--- src/sv/adtp_pkg.sv ---
// ----------------------------------------------------------------------------
// adtp_pkg
// Types, codes and field-type tables shared by the advertising data parser.
// ----------------------------------------------------------------------------
package adtp_pkg;

    localparam int unsigned MAX_REPORT_BYTES_DEF = 510;

    typedef enum logic [3:0] {
        KIND_NONE       = 4'd0,
        KIND_LEVEL      = 4'd1,
        KIND_SVCDATA16  = 4'd2,
        KIND_SVCDATA128 = 4'd3,
        KIND_UUIDS16    = 4'd4,
        KIND_UUIDS128   = 4'd5,
        KIND_NAME       = 4'd6,
        KIND_TXPOWER    = 4'd7,
        KIND_MESH       = 4'd8,
        KIND_MANUF      = 4'd9,
        KIND_APPEARANCE = 4'd10,
        KIND_UNKNOWN    = 4'd11
    } kind_t;

    typedef enum logic [2:0] {
        ROLE_TYPE      = 3'd0,
        ROLE_LENGTH    = 3'd1,
        ROLE_UUID      = 3'd2,
        ROLE_MANUF_ID  = 3'd3,
        ROLE_VALUE     = 3'd4,
        ROLE_DISCARDED = 3'd5
    } role_t;

    typedef enum logic [2:0] {
        ST_FINE      = 3'd0,
        ST_TOO_LONG  = 3'd1,
        ST_LEG_ZERO  = 3'd2,
        ST_TRUNC_HDR = 3'd3,
        ST_OVERRUN   = 3'd4
    } status_t;

    typedef enum logic [1:0] {
        PH_HEADER = 2'd0,
        PH_SECOND = 2'd1,
        PH_VALUE  = 2'd2
    } phase_t;

    // type codes, new format
    localparam logic [7:0] TLV_LEVEL      = 8'h01;
    localparam logic [7:0] TLV_SVCDATA16  = 8'h03;
    localparam logic [7:0] TLV_SVCDATA128 = 8'h04;
    localparam logic [7:0] TLV_UUIDS16_A  = 8'h05;
    localparam logic [7:0] TLV_UUIDS16_B  = 8'h07;
    localparam logic [7:0] TLV_NAME_A     = 8'h0A;
    localparam logic [7:0] TLV_NAME_B     = 8'h0B;
    localparam logic [7:0] TLV_TXPOWER    = 8'h0C;
    localparam logic [7:0] TLV_MESH       = 8'h10;
    localparam logic [7:0] TYPE_MANUF     = 8'hFF;

    // type codes, legacy format
    localparam logic [7:0] LEG_LEVEL      = 8'h01;
    localparam logic [7:0] LEG_UUIDS16_A  = 8'h02;
    localparam logic [7:0] LEG_UUIDS16_B  = 8'h03;
    localparam logic [7:0] LEG_UUIDS128_A = 8'h06;
    localparam logic [7:0] LEG_UUIDS128_B = 8'h07;
    localparam logic [7:0] LEG_NAME_A     = 8'h08;
    localparam logic [7:0] LEG_NAME_B     = 8'h09;
    localparam logic [7:0] LEG_TXPOWER    = 8'h0A;
    localparam logic [7:0] LEG_SVCDATA16  = 8'h16;
    localparam logic [7:0] LEG_APPEAR     = 8'h19;
    localparam logic [7:0] LEG_SVCDATA128 = 8'h21;

    typedef struct packed {
        logic [7:0] data_byte;
        logic       first_of_report;
        logic       last_of_report;
        logic [9:0] report_length;
        logic       legacy_format;
    } in_item_t;

    typedef struct packed {
        in_item_t item;
        kind_t    kind_tlv;
        kind_t    kind_leg;
    } q_item_t;

    typedef struct packed {
        logic       full;
        logic       not_empty;
    } q_status_t;

    typedef struct packed {
        logic [7:0] byte_out;
        logic [3:0] field_kind;
        logic [2:0] byte_role;
        logic [3:0] uuid_position;
        logic [7:0] value_offset;
        logic       field_valid;
        logic       field_end;
        logic       report_end;
        logic       report_ok;
        logic [2:0] status;
    } out_item_t;

    function automatic kind_t kind_of_tlv(input logic [7:0] t);
        kind_t k;
        case (t) inside
            TLV_LEVEL:                    k = KIND_LEVEL;
            TLV_SVCDATA16:                k = KIND_SVCDATA16;
            TLV_SVCDATA128:               k = KIND_SVCDATA128;
            TLV_UUIDS16_A, TLV_UUIDS16_B: k = KIND_UUIDS16;
            TLV_NAME_A, TLV_NAME_B:       k = KIND_NAME;
            TLV_TXPOWER:                  k = KIND_TXPOWER;
            TLV_MESH:                     k = KIND_MESH;
            TYPE_MANUF:                   k = KIND_MANUF;
            default:                      k = KIND_UNKNOWN;
        endcase
        return k;
    endfunction

    function automatic kind_t kind_of_leg(input logic [7:0] t);
        kind_t k;
        case (t) inside
            LEG_LEVEL:                      k = KIND_LEVEL;
            LEG_SVCDATA16:                  k = KIND_SVCDATA16;
            LEG_SVCDATA128:                 k = KIND_SVCDATA128;
            LEG_UUIDS16_A, LEG_UUIDS16_B:   k = KIND_UUIDS16;
            LEG_UUIDS128_A, LEG_UUIDS128_B: k = KIND_UUIDS128;
            LEG_NAME_A, LEG_NAME_B:         k = KIND_NAME;
            LEG_TXPOWER:                    k = KIND_TXPOWER;
            LEG_APPEAR:                     k = KIND_APPEARANCE;
            TYPE_MANUF:                     k = KIND_MANUF;
            default:                        k = KIND_UNKNOWN;
        endcase
        return k;
    endfunction

    // per-type length rule
    function automatic logic valid_of(input kind_t k, input logic [7:0] len);
        logic v;
        if (len == 8'd0) begin
            v = 1'b0;
        end else begin
            case (k)
                KIND_LEVEL, KIND_TXPOWER:                 v = (len == 8'd1);
                KIND_SVCDATA16, KIND_MANUF:               v = (len > 8'd2);
                KIND_SVCDATA128:                          v = (len > 8'd16);
                KIND_UUIDS16:                             v = (len[0] == 1'b0);
                KIND_UUIDS128:                            v = (len[3:0] == 4'd0);
                KIND_NAME, KIND_MESH, KIND_APPEARANCE:    v = 1'b1;
                default:                                  v = 1'b0;
            endcase
        end
        return v;
    endfunction

endpackage

--- src/sv/adtp_front.sv ---
// ----------------------------------------------------------------------------
// adtp_front
// Input side: takes items while the queue has room and looks up the field
// kind of the byte under both formats, so the back end only selects.
// ----------------------------------------------------------------------------
module adtp_front
    import adtp_pkg::*;
(
    input  logic      s_valid,
    output logic      s_ready,
    input  in_item_t  s_data,
    input  q_status_t q_status,
    output logic      push,
    output q_item_t   push_item
);

    assign s_ready = !q_status.full;
    assign push    = s_valid && !q_status.full;

    always_comb begin
        push_item.item     = s_data;
        push_item.kind_tlv = kind_of_tlv(s_data.data_byte);
        push_item.kind_leg = kind_of_leg(s_data.data_byte);
    end

endmodule

--- src/sv/adtp_queue.sv ---
// ----------------------------------------------------------------------------
// adtp_queue
// Two-entry queue between the classifier and the parser.
// ----------------------------------------------------------------------------
module adtp_queue
    import adtp_pkg::*;
(
    input  logic      aclk,
    input  logic      aresetn,
    input  logic      push,
    input  q_item_t   push_item,
    input  logic      pop,
    output q_item_t   head_item,
    output q_status_t q_status
);

    q_item_t    entry_reg [2];
    logic       wr_ptr_reg, wr_ptr_next;
    logic       rd_ptr_reg, rd_ptr_next;
    logic [1:0] count_reg, count_next;

    assign q_status.full      = (count_reg == 2'd2);
    assign q_status.not_empty = (count_reg != 2'd0);
    assign head_item          = entry_reg[rd_ptr_reg];

    always_comb begin
        wr_ptr_next = push ? !wr_ptr_reg : wr_ptr_reg;
        rd_ptr_next = pop  ? !rd_ptr_reg : rd_ptr_reg;
        count_next  = count_reg + {1'b0, push} - {1'b0, pop};
    end

    always_ff @(posedge aclk) begin
        if (!aresetn) begin
            wr_ptr_reg <= 1'b0;
            rd_ptr_reg <= 1'b0;
            count_reg  <= 2'd0;
        end else begin
            wr_ptr_reg <= wr_ptr_next;
            rd_ptr_reg <= rd_ptr_next;
            count_reg  <= count_next;
        end
    end

    always_ff @(posedge aclk) begin
        if (push) begin
            entry_reg[wr_ptr_reg] <= push_item;
        end
    end

endmodule

--- src/sv/adtp_back.sv ---
// ----------------------------------------------------------------------------
// adtp_back
// Parser state machine: tags one byte per cycle from the queue head while
// the output is not stalled, and holds the tagged item in the output register.
// ----------------------------------------------------------------------------
module adtp_back
    import adtp_pkg::*;
#(
    parameter int unsigned MAX_REPORT_BYTES = MAX_REPORT_BYTES_DEF
) (
    input  logic      aclk,
    input  logic      aresetn,
    input  q_item_t   head_item,
    input  q_status_t q_status,
    output logic      pop,
    output logic      m_valid,
    input  logic      m_ready,
    output out_item_t m_data
);

    localparam logic [9:0] MaxLen = 10'(MAX_REPORT_BYTES);

    phase_t     phase_reg, phase_next, phase_eff;
    logic [9:0] pos_reg, pos_next, pos_eff;
    logic [9:0] len_reg, len_next, len_eff;
    logic       leg_reg, leg_next, leg_eff;
    kind_t      kind_reg, kind_next, kind_eff;
    logic [7:0] vrem_reg, vrem_next, vrem_eff;
    logic [7:0] vidx_reg, vidx_next, vidx_eff;
    logic       fatal_reg, fatal_next, fatal_eff;
    logic       stop_reg, stop_next, stop_eff;
    logic       fok_reg, fok_next, fok_eff;
    status_t    status_reg, status_next, status_eff;

    logic       out_valid_reg;
    out_item_t  out_data_reg, out_data_next;

    in_item_t   it;
    logic       first, too_long, active, over, hdr_short;
    logic [7:0] b, leg_len, vrem_dec;
    logic       valid_tlv2, valid_leg2;

    assign it    = head_item.item;
    assign b     = it.data_byte;
    assign first = it.first_of_report;
    assign pop   = q_status.not_empty && (!out_valid_reg || m_ready);

    // a first byte restarts the report before it is parsed
    assign too_long   = (it.report_length > MaxLen);
    assign phase_eff  = first ? PH_HEADER : phase_reg;
    assign pos_eff    = first ? 10'd0 : pos_reg;
    assign len_eff    = first ? it.report_length : len_reg;
    assign leg_eff    = first ? it.legacy_format : leg_reg;
    assign kind_eff   = first ? KIND_UNKNOWN : kind_reg;
    assign vrem_eff   = first ? 8'd0 : vrem_reg;
    assign vidx_eff   = first ? 8'd0 : vidx_reg;
    assign fatal_eff  = first ? too_long : fatal_reg;
    assign stop_eff   = first ? too_long : stop_reg;
    assign fok_eff    = first ? 1'b0 : fok_reg;
    assign status_eff = first ? (too_long ? ST_TOO_LONG : ST_FINE) : status_reg;

    assign active     = !stop_eff && (pos_eff < len_eff);
    assign over       = ({1'b0, pos_eff} + 11'd1 + {3'b000, b}) > {1'b0, len_eff};
    assign hdr_short  = ({1'b0, pos_eff} + 11'd2) > {1'b0, len_eff};
    assign leg_len    = vrem_eff - 8'd1;
    assign vrem_dec   = vrem_eff - 8'd1;
    assign valid_tlv2 = valid_of(kind_eff, b);
    assign valid_leg2 = valid_of(head_item.kind_leg, leg_len);

    // next state
    always_comb begin
        phase_next  = phase_eff;
        pos_next    = pos_eff;
        len_next    = len_eff;
        leg_next    = leg_eff;
        kind_next   = kind_eff;
        vrem_next   = vrem_eff;
        vidx_next   = vidx_eff;
        fatal_next  = fatal_eff;
        stop_next   = stop_eff;
        fok_next    = fok_eff;
        status_next = status_eff;
        if (active) begin
            pos_next = pos_eff + 10'd1;
            case (phase_eff)
                PH_SECOND: begin
                    if (!leg_eff) begin
                        fok_next = valid_tlv2;
                        if (over) begin
                            if (status_eff == ST_FINE) status_next = ST_OVERRUN;
                            stop_next  = 1'b1;
                            phase_next = PH_HEADER;
                        end else if (b == 8'd0) begin
                            phase_next = PH_HEADER;
                        end else begin
                            vrem_next  = b;
                            vidx_next  = 8'd0;
                            phase_next = PH_VALUE;
                        end
                    end else begin
                        kind_next = head_item.kind_leg;
                        fok_next  = valid_leg2;
                        if (leg_len == 8'd0) begin
                            phase_next = PH_HEADER;
                        end else begin
                            vrem_next  = leg_len;
                            vidx_next  = 8'd0;
                            phase_next = PH_VALUE;
                        end
                    end
                end
                PH_VALUE: begin
                    vidx_next = vidx_eff + 8'd1;
                    vrem_next = vrem_dec;
                    if (vrem_dec == 8'd0) phase_next = PH_HEADER;
                end
                default: begin
                    phase_next = PH_HEADER;
                    if (hdr_short) begin
                        if (status_eff == ST_FINE) status_next = ST_TRUNC_HDR;
                        stop_next = 1'b1;
                    end else if (!leg_eff) begin
                        kind_next  = head_item.kind_tlv;
                        phase_next = PH_SECOND;
                    end else if (b == 8'd0) begin
                        if (status_eff == ST_FINE) status_next = ST_LEG_ZERO;
                        fatal_next = 1'b1;
                        stop_next  = 1'b1;
                    end else if (over) begin
                        if (status_eff == ST_FINE) status_next = ST_OVERRUN;
                        stop_next = 1'b1;
                    end else begin
                        vrem_next  = b;
                        phase_next = PH_SECOND;
                    end
                end
            endcase
        end
        if (it.last_of_report) stop_next = 1'b1;
    end

    // tagged result
    always_comb begin
        out_data_next               = '0;
        out_data_next.byte_out      = b;
        out_data_next.field_kind    = KIND_NONE;
        out_data_next.byte_role     = ROLE_DISCARDED;
        out_data_next.report_end    = it.last_of_report;
        out_data_next.report_ok     = it.last_of_report && !fatal_next;
        out_data_next.status        = status_next;
        if (active) begin
            case (phase_eff)
                PH_SECOND: begin
                    if (!leg_eff) begin
                        out_data_next.byte_role   = ROLE_LENGTH;
                        out_data_next.field_kind  = kind_eff;
                        out_data_next.field_valid = valid_tlv2 && !over;
                        out_data_next.field_end   = over || (b == 8'd0);
                    end else begin
                        out_data_next.byte_role   = ROLE_TYPE;
                        out_data_next.field_kind  = head_item.kind_leg;
                        out_data_next.field_valid = valid_leg2;
                        out_data_next.field_end   = (leg_len == 8'd0);
                    end
                end
                PH_VALUE: begin
                    out_data_next.field_kind   = kind_eff;
                    out_data_next.field_valid  = fok_eff;
                    out_data_next.byte_role    = ROLE_VALUE;
                    out_data_next.value_offset = vidx_eff;
                    out_data_next.field_end    = (vrem_dec == 8'd0);
                    // layout roles only in fields that pass their length rule
                    if (fok_eff) begin
                        case (kind_eff)
                            KIND_SVCDATA16: begin
                                if (vidx_eff < 8'd2) begin
                                    out_data_next.byte_role     = ROLE_UUID;
                                    out_data_next.uuid_position = vidx_eff[0] ? 4'd14 : 4'd15;
                                end
                            end
                            KIND_SVCDATA128: begin
                                if (vidx_eff < 8'd16) begin
                                    out_data_next.byte_role     = ROLE_UUID;
                                    out_data_next.uuid_position = vidx_eff[3:0];
                                end
                            end
                            KIND_UUIDS16: begin
                                out_data_next.byte_role     = ROLE_UUID;
                                out_data_next.uuid_position = vidx_eff[0] ? 4'd14 : 4'd15;
                            end
                            KIND_UUIDS128: begin
                                out_data_next.byte_role     = ROLE_UUID;
                                out_data_next.uuid_position = vidx_eff[3:0];
                            end
                            KIND_MANUF: begin
                                if (vidx_eff < 8'd2) out_data_next.byte_role = ROLE_MANUF_ID;
                            end
                            default: begin
                            end
                        endcase
                    end
                end
                default: begin
                    if (hdr_short) begin
                        out_data_next.byte_role = ROLE_DISCARDED;
                    end else if (!leg_eff) begin
                        out_data_next.field_kind = head_item.kind_tlv;
                        out_data_next.byte_role  = ROLE_TYPE;
                    end else begin
                        // legacy length byte; zero or overrunning length ends here
                        out_data_next.byte_role = ROLE_LENGTH;
                        out_data_next.field_end = (b == 8'd0) || over;
                    end
                end
            endcase
        end
    end

    always_ff @(posedge aclk) begin
        if (!aresetn) begin
            phase_reg     <= PH_HEADER;
            pos_reg       <= 10'd0;
            len_reg       <= 10'd0;
            leg_reg       <= 1'b0;
            kind_reg      <= KIND_UNKNOWN;
            vrem_reg      <= 8'd0;
            vidx_reg      <= 8'd0;
            fatal_reg     <= 1'b0;
            stop_reg      <= 1'b0;
            fok_reg       <= 1'b0;
            status_reg    <= ST_FINE;
            out_valid_reg <= 1'b0;
        end else begin
            if (pop) begin
                phase_reg  <= phase_next;
                pos_reg    <= pos_next;
                len_reg    <= len_next;
                leg_reg    <= leg_next;
                kind_reg   <= kind_next;
                vrem_reg   <= vrem_next;
                vidx_reg   <= vidx_next;
                fatal_reg  <= fatal_next;
                stop_reg   <= stop_next;
                fok_reg    <= fok_next;
                status_reg <= status_next;
            end
            if (pop) begin
                out_valid_reg <= 1'b1;
            end else if (m_ready) begin
                out_valid_reg <= 1'b0;
            end
        end
    end

    always_ff @(posedge aclk) begin
        if (pop) begin
            out_data_reg <= out_data_next;
        end
    end

    assign m_valid = out_valid_reg;
    assign m_data  = out_data_reg;

endmodule

--- src/sv/adv_data_tlv_parser.sv ---
// ----------------------------------------------------------------------------
// adv_data_tlv_parser
// Advertising report field parser: tags each report byte with its field
// kind, role, UUID position, value offset and validity.
// ----------------------------------------------------------------------------
//  channel   ports                       payload      direction
//  input     s_valid, s_ready, s_data    in_item_t    in
//  result    m_valid, m_ready, m_data    out_item_t   out
//
//  One item per cycle sustained while m_ready holds; each item's result
//  passes the classifier into the two-entry queue, then the parser into
//  the output register. The parser's byte-wide state loop sets the rate.
//  aresetn is synchronous and active low; it empties the queue and the
//  output register and returns the parser to the header phase.
//  A stalled result holds the parser; the queue takes items until both entries are full.
// ----------------------------------------------------------------------------
module adv_data_tlv_parser
    import adtp_pkg::*;
#(
    parameter int unsigned MAX_REPORT_BYTES = MAX_REPORT_BYTES_DEF
) (
    input  logic      aclk,
    input  logic      aresetn,
    input  logic      s_valid,
    output logic      s_ready,
    input  in_item_t  s_data,
    output logic      m_valid,
    input  logic      m_ready,
    output out_item_t m_data
);

    q_status_t q_status;
    logic      push, pop;
    q_item_t   push_item, head_item;

    adtp_front u_front (
        .s_valid   (s_valid),
        .s_ready   (s_ready),
        .s_data    (s_data),
        .q_status  (q_status),
        .push      (push),
        .push_item (push_item)
    );

    adtp_queue u_queue (
        .aclk      (aclk),
        .aresetn   (aresetn),
        .push      (push),
        .push_item (push_item),
        .pop       (pop),
        .head_item (head_item),
        .q_status  (q_status)
    );

    adtp_back #(
        .MAX_REPORT_BYTES (MAX_REPORT_BYTES)
    ) u_back (
        .aclk      (aclk),
        .aresetn   (aresetn),
        .head_item (head_item),
        .q_status  (q_status),
        .pop       (pop),
        .m_valid   (m_valid),
        .m_ready   (m_ready),
        .m_data    (m_data)
    );

    // an accepted item is in the queue on the following cycle
    a_push_lands: assert property (@(posedge aclk) disable iff (!aresetn)
        (s_valid && s_ready) |=> q_status.not_empty)
        else $error("accepted item missing from queue");

    a_ok_on_end: assert property (@(posedge aclk) disable iff (!aresetn)
        m_valid |-> (!m_data.report_ok || m_data.report_end))
        else $error("report_ok without report_end");

    a_discard_clean: assert property (@(posedge aclk) disable iff (!aresetn)
        (m_valid && m_data.byte_role == ROLE_DISCARDED)
            |-> (!m_data.field_valid && m_data.field_kind == KIND_NONE))
        else $error("discarded item carries field tags");

    a_uuid_kind: assert property (@(posedge aclk) disable iff (!aresetn)
        (m_valid && m_data.byte_role == ROLE_UUID)
            |-> (m_data.field_valid && (m_data.field_kind == KIND_SVCDATA16
                || m_data.field_kind == KIND_SVCDATA128
                || m_data.field_kind == KIND_UUIDS16
                || m_data.field_kind == KIND_UUIDS128)))
        else $error("uuid byte outside a valid uuid field");

endmodule
--- config.mk ---
export PLATFORM = sky130hd
export DESIGN_NAME = adv_data_tlv_parser
export DESIGN_NICKNAME = d
export VERILOG_FILES = /design/src/sv/adtp_pkg.sv /design/src/sv/adtp_front.sv /design/src/sv/adtp_queue.sv /design/src/sv/adtp_back.sv /design/src/sv/adv_data_tlv_parser.sv
export SDC_FILE = /design/constraint.sdc
export NUM_CORES = 1
export LEC_CHECK = 0
export BUFFER_PORTS_ARGS = -buffer_cell sky130_fd_sc_hd__buf_2
export CAP_MARGIN = 20
export CORE_MARGIN = 4
export CORE_UTILIZATION = 60
export DETAILED_ROUTE_END_ITERATION = 12
export GPL_TIMING_DRIVEN = 0
export PLACE_DENSITY_LB_ADDON = 0.1
export SYNTH_ARGS = -nofsm -noshare
export SYNTH_HDL_FRONTEND = slang
export SYNTH_SLANG_ARGS = --single-unit
--- constraint.sdc ---
create_clock -name aclk -period 15.2 [get_ports aclk]
set_clock_uncertainty 0.05 [all_clocks]
set_input_delay 0.76 -clock aclk [delete_from_list [all_inputs] [get_ports aclk]]
set_output_delay 0.76 -clock aclk [all_outputs]
set_load 0.02 [all_outputs]
==> results of run 1 <==
## through the flow
stage,worst slack (ns),utilization,power [mW],area [um^2]
global route,7.21,0.693,1.91,10200
CTS,7.79,0.693,1.79,10200
floorplan,9.53,-,1.14,9020
finish,7.59,0.693,1.81,10200
detailed placement,7.87,0.655,1.39,9600
global placement,7.98,0.652,1.37,9540
## synth_stat cells (all sizes together) (8+ instances only)
cell type and number:
nand2 105, buf 24, and3 11, nand4 19, o211ai 9, a31oi 17
o21a 9, xnor2 19, nor4 13, ha 45, dfxtp 55, nand2b 8
and2 13, a211oi 19, mux2 11, a32o 8, nor2 85, edfxtp 92
clkbuf 35, xor2 8, o21ai 61, a21oi 60, mux2i 19, or3 10
nand3 37, nor3 36, nor2b 14, inv 41
## final cells by class
cell class	count	area (um^2)
multi-input cells	732	4730
fillers	1169	4490
flip-flops and latches	147	3860
clock buffers	20	447
repair buffers	61	343
plain buffers	59	280
well taps	184	230
inverters	41	154
clock inverters	12	108
## how the worst min path moves through the flow
stage | from | slack, ns | cells past startpoint | to
after global routing | u_back.status_reg[1]$_SDFFE_PN0P_ | 0.46 | 2 | u_back.status_reg[1]$_SDFFE_PN0P_
final | u_back.pos_reg[0]$_SDFFE_PN0P_ | 0.43 | 2 | u_back.pos_reg[0]$_SDFFE_PN0P_
after CTS | u_back.pos_reg[0]$_SDFFE_PN0P_ | 0.43 | 2 | u_back.pos_reg[0]$_SDFFE_PN0P_
after global placement | u_back.pos_reg[0]$_SDFFE_PN0P_ | 0.41 | 2 | u_back.pos_reg[0]$_SDFFE_PN0P_
after floorplan | u_back.phase_reg[0]$_SDFFE_PN0P_ | 0.39 | 2 | u_back.phase_reg[0]$_SDFFE_PN0P_
after detailed placement | u_back.pos_reg[0]$_SDFFE_PN0P_ | 0.42 | 2 | u_back.pos_reg[0]$_SDFFE_PN0P_
## power by group through the flow
stage	logic [mW]	registers (mW)	clock network, mW
finish	0.832	0.575	0.401
global route	0.903	0.585	0.419
detailed placement	0.804	0.582	0
floorplan	0.516	0.628	0
CTS	0.813	0.574	0.400
global placement	0.789	0.583	0
## worst min-delay path, stage by stage, from the launching register on
cell     delay (ns)
dfxtp_1        0.32
nand2_1        0.06
a21oi_1        0.06
## cells by family (layout without fill, tap and decap cells)
group / Yosys count / in the layout / share of synthesized area
AO/OA/AOI/OAI: 255 / 255 / 0.190
AND/OR/NAND/NOR: 374 / 374 / 0.205
XOR/XNOR: 27 / 27 / 0.0262
flip-flops: 147 / 147 / 0.429
adder cells (fa/ha/maj): 46 / 46 / 0.0647
multiplexers: 30 / 30 / 0.0371
buffers and inverters: 100 / 193 / 0.0480
## cell usage in the layout, fill, tap and decap left out, drive strengths merged, types with 19 or more instances in the layout
cell | synthesis | routed
nand2 | 105 | 105
edfxtp | 92 | 92
nor2 | 85 | 85
buf | 24 | 85
o21ai | 61 | 61
a21oi | 60 | 60
dfxtp | 55 | 55
clkbuf | 35 | 55
ha | 45 | 45
inv | 41 | 43
nand3 | 37 | 37
nor3 | 36 | 36
a211oi | 19 | 19
xnor2 | 19 | 19
mux2i | 19 | 19
nand4 | 19 | 19
## per-layer routing
metal | global-route usage | routed length, um
met5 | 0 | 0
met4 | 0.117 | 845
met3 | 0.0614 | 2380
met2 | 0.476 | 11500
met1 | 0.421 | 10800
==> results_dict.tcl, run 1 <==
set metrics [dict create \
    die_w_um 131 \
    dieArea_um2 17100 \
    wl_per_cell_um 20.3 \
    period_minus_slack_ns 7.61 \
    viasPerCell 6.52 \
    hold_viol_final 0 \
    n_antenna_cell 0 \
    placedCellCount 1224 \
    worst_hold_slack_ns 0.433 \
    yosysSeqAreaShare 0.429 \
    r2r_setup_slack_ns 7.59 \
    layout.nets 1130 \
    hold_buffers 0 \
    critical_path.max_stage_delay_ns 0.54 \
    setup_viol 0 \
    arrival_ns 7.84 \
    yosys.area.top_type "edfxtp_1" \
    critical-path-top-delay-family "compound AO/OA/AOI/OAI gates" \
    yosysUniqueCellTypes 86 \
    reg2reg_from "u_queue.entry_reg[1][20]$_DFFE_PP_" \
    ioPinCount 61 \
    rsz0062_at_grt "no" \
    power.switching_mw 0.770 \
    startpoint_type "flop" \
    internal-power_mw 1.04 \
    vdd_drop_max_uv 107 \
    cts_tree "built" \
    tightest_slew_ns 0.817 \
    r2r-end "u_back.vidx_reg[4]$_SDFFE_PN0P_" \
    comb_power_share 0.460 \
    clk_latency_ns 0.43 \
    p_leak_nw 3.82 \
    holdCritPathClass "flop to flop" \
    fin_cells 1256 \
    h-tree-depth 4 \
    p_clk_frac 0.222 \
    synthFlopType "edfxtp_1" \
    syn-instance-count 979 \
    critical_path_class "flop to flop" \
    async_flop_share 0 \
    endpoint_kind "flop" \
    synth_area_leaders "edfxtp_1, dfxtp_1, ha_1, nand2_1, nor2_1" \
    grt_pass1_wl_um 39900 \
    reg2regPathDepth 25 \
    report.final.slew_viol_count 0 \
    synth_edf_count 92 \
    detail-route-antenna-nets 0 \
    die_y_um 131 \
    largest_reg_flops 58 \
    cap_violations 0 \
    dp_hpwl_um 18700 \
    synth_area_um2 9020 \
    grt.overflow.total 0 \
    drive_gt1_frac 0.137 \
    path_buf_inv 5 \
    max_slew_margin 0.440 \
    core_area_um2 14600 \
    drt_wl_total_um 25500 \
    drtIter0Drc 901 \
    ys_warn_count 0 \
    cp.required_ns 15.43 \
    cts_buffer_depth 2 \
    p_per_area_nw_per_um2 178 \
    root_buffer "clkbuf_16" \
    crit_top_cell "buf_2" \
    post_cts_resized 0 \
    synth_seq_cells 147 \
    rows 44 \
    clk_pin_slew_ns 0.06 \
    vias 8187 \
    path_max_fanout 10 \
    clock.fmax_mhz 131 \
    status "complete, no violations" \
    drtPass1Iterations 6 \
    power.share.sequential 0.318 \
    numCtsBuffers 17 \
    grt_max_degree 30 \
    postCtsSetupBuffers 0 \
    path_depth 25 \
    gp_congestion 1.04 \
    antenna_found_initial 0 \
    grt_usage 0.305 \
    start_util 0.616 \
    cp-startpoint "u_queue.entry_reg[1][20]$_DFFE_PP_" \
    drc_errors 0 \
    synth.net_count 1050 \
    synth_top_area_share 0.306 \
    period_share 0.501 \
    slowest_stage "clkbuf_1" \
    crit_end "u_back.vidx_reg[4]$_SDFFE_PN0P_" \
    clkSinkCount 147 \
    avgSynthCellArea_um2 9.21 \
    first_global_vias 7466 \
    sw_frac_of_total 0.426 \
    portBuffers 59 \
    tns_ns 0 \
    areaGrowthSynthToFinish_pct 12.6 \
]
Power figures use the tool's default switching activity.
==> run 2: changes to the inputs <==
CORE_UTILIZATION = 56   (was 60)
clock period = 6.15 ns   (was 15.2 ns; I/O delays follow)
==> results_dict.tcl, run 2 (synthesis results as in run 1) <==
set metrics [dict create \
    status "complete, no violations" \
    comb_power_share 0.454 \
    placed_cell_area_um2 9640 \
    first_global_vias 7326 \
    worstPathCellList "mux2i_4 > buf_12 > buf_4 > buf_4 > and2_2 > ha_1 > nor2b_1 > o21ai_0 > a21boi_0 > o21ai_1 > a21boi_1 > o2111ai_1 > a311oi_1 > a41o_1 > ha_1 > or3_1 > a2111oi_2 > a211oi_2 > nor2_2 > a21oi_1 > o41a_4 > o31ai_2 > a21oi_1" \
    drc_errors 0 \
    reg2reg_from "u_queue.entry_reg[1][20]$_DFFE_PP_" \
    cts_tree "built" \
    cp.required_ns 6.38 \
    cp-startpoint "u_queue.entry_reg[1][20]$_DFFE_PP_" \
    placedCellCount 1256 \
    die_y_um 135 \
    grt_max_degree 30 \
    root_buffer "clkbuf_16" \
    max_slew_margin 0.448 \
    startpoint_type "flop" \
    sw_frac_of_total 0.415 \
    portBuffers 59 \
    largest_reg_flops 58 \
    worst_hold_slack_ns 0.0139 \
    drt_wl_total_um 25200 \
    dieArea_um2 18200 \
    period_share 0.951 \
    hold_viol_final 0 \
    power.switching_mw 1.89 \
    core_area_um2 15800 \
    ioPinCount 61 \
    antenna_found_initial 0 \
    preCtsSetupSlack_ns -1.14 \
    fin_area_um2 10300 \
    grt.overflow.total 0 \
    rsz0062_at_grt "no" \
    gp_congestion 1.01 \
    layout.nets 1129 \
    power.share.sequential 0.312 \
    report.final.slew_viol_count 0 \
    viasPerCell 6.22 \
    final_cell_mix "nand2_1, edfxtp_1, nor2_1" \
    p_leak_nw 3.85 \
    vias 8005 \
    holdCritPathClass "input port to flop" \
    rows 46 \
    grt_pass1_wl_um 39200 \
    grt_usage 0.278 \
    p_total_mw 4.55 \
    p_per_area_nw_per_um2 442 \
    start_util 0.570 \
    arrival_ns 6.08 \
    cap_violations 0 \
    clk_latency_ns 0.43 \
    endpoint_kind "flop" \
    critical_path.max_stage_delay_ns 0.54 \
    setup_ws_ns 0.301 \
    setup_viol 0 \
    path_buf_inv 3 \
    hp-start "s_data[4]" \
    drive_gt1_frac 0.143 \
    cts_buffer_depth 2 \
    critical_path_class "flop to flop" \
    path_max_fanout 28 \
    detail-route-antenna-nets 0 \
    n_antenna_cell 0 \
    drtIter0Drc 881 \
    slowest_stage "edfxtp_1" \
    clk_pin_slew_ns 0.06 \
    internal-power_mw 2.66 \
    vdd_drop_max_uv 273 \
    numCtsBuffers 17 \
    die_w_um 135 \
    areaGrowthSynthToFinish_pct 14.2 \
    wl_per_cell_um 19.6 \
    drtPass1Iterations 7 \
    h-tree-depth 4 \
    period_minus_slack_ns 5.85 \
    tightest_slew_ns 0.825 \
    critical-path-top-delay-family "compound AO/OA/AOI/OAI gates" \
    dp_hpwl_um 18900 \
    clkSinkCount 147 \
    final_common_cell "nand2_1" \
    p_clk_frac 0.233 \
    fin_cells 1287 \
    clock.fmax_mhz 171 \
]
==> run 2: cell count changes in the layout (fill, tap and decap cells not counted), sizes merged <==
cell and delta:
buf -1, bufinv +2, clkinv -1, clkinvlp -1
dlygate4sd3 +1, clkbuf -1
==> run 2: power by group through the flow <==
stage / sequential [mW] / clock, mW / combinational [mW]
floorplan: 1.55 / 0 / 1.28
global placement: 1.44 / 0 / 1.96
detailed placement: 1.44 / 0 / 2.00
CTS: 1.42 / 1.07 / 2.01
global route: 1.44 / 1.12 / 2.25
finish: 1.42 / 1.06 / 2.07
==> run 2: final timing paths <==
path	end	slack (ns)	cells past startpoint
worst max-delay path	u_back.vidx_reg[4]$_SDFFE_PN0P_	0.30	23
worst min-delay path	u_queue.entry_reg[0][12]$_DFFE_PP_	0.01	1
worst max register to register	u_back.vidx_reg[4]$_SDFFE_PN0P_	0.30	23
worst min register to register	u_back.pos_reg[0]$_SDFFE_PN0P_	0.43	2
==> run 2: final cells by class <==
type                    count  area, um^2
plain buffers              56         289
clock buffers              20         437
clock inverters            12         159
fillers                  1320        5530
inverters                  41         154
multi-input cells         732        4770
flip-flops and latches    147        3860
well taps                 216         270
repair buffers             63         360
==> run 2: metal layers <==
layer | vias up | global-route usage | share of wire
li1 | 3821 | - | -
met1 | 3726 | 0.379 | 0.43
met2 | 389 | 0.434 | 0.45
met3 | 69 | 0.0585 | 0.083
met4 | 0 | 0.111 | 0.032
met5 | - | 0 | 0
==> run 2: repair_timing <==
item | CTS | global route
buffers inserted | 0 | 1
endpoints found under the hold margin | 0 | 2
hold buffers | 0 | 1
setup endpoints to repair | 34 | 18
pin swaps | 0 | 1
resized for setup | 9 | 9
==> run 2: through the flow <==
| stage | util | TNS (ns) |
|---|---|---|
| 4_1_cts | 0.648 | 0 |
| 3_3_place_gp | 0.605 | -22.80 |
| 5_1_grt | 0.651 | 0 |
| 3_5_place_dp | 0.609 | -24.05 |
| 2_1_floorplan | - | 0 |
| 6_report | 0.651 | 0 |
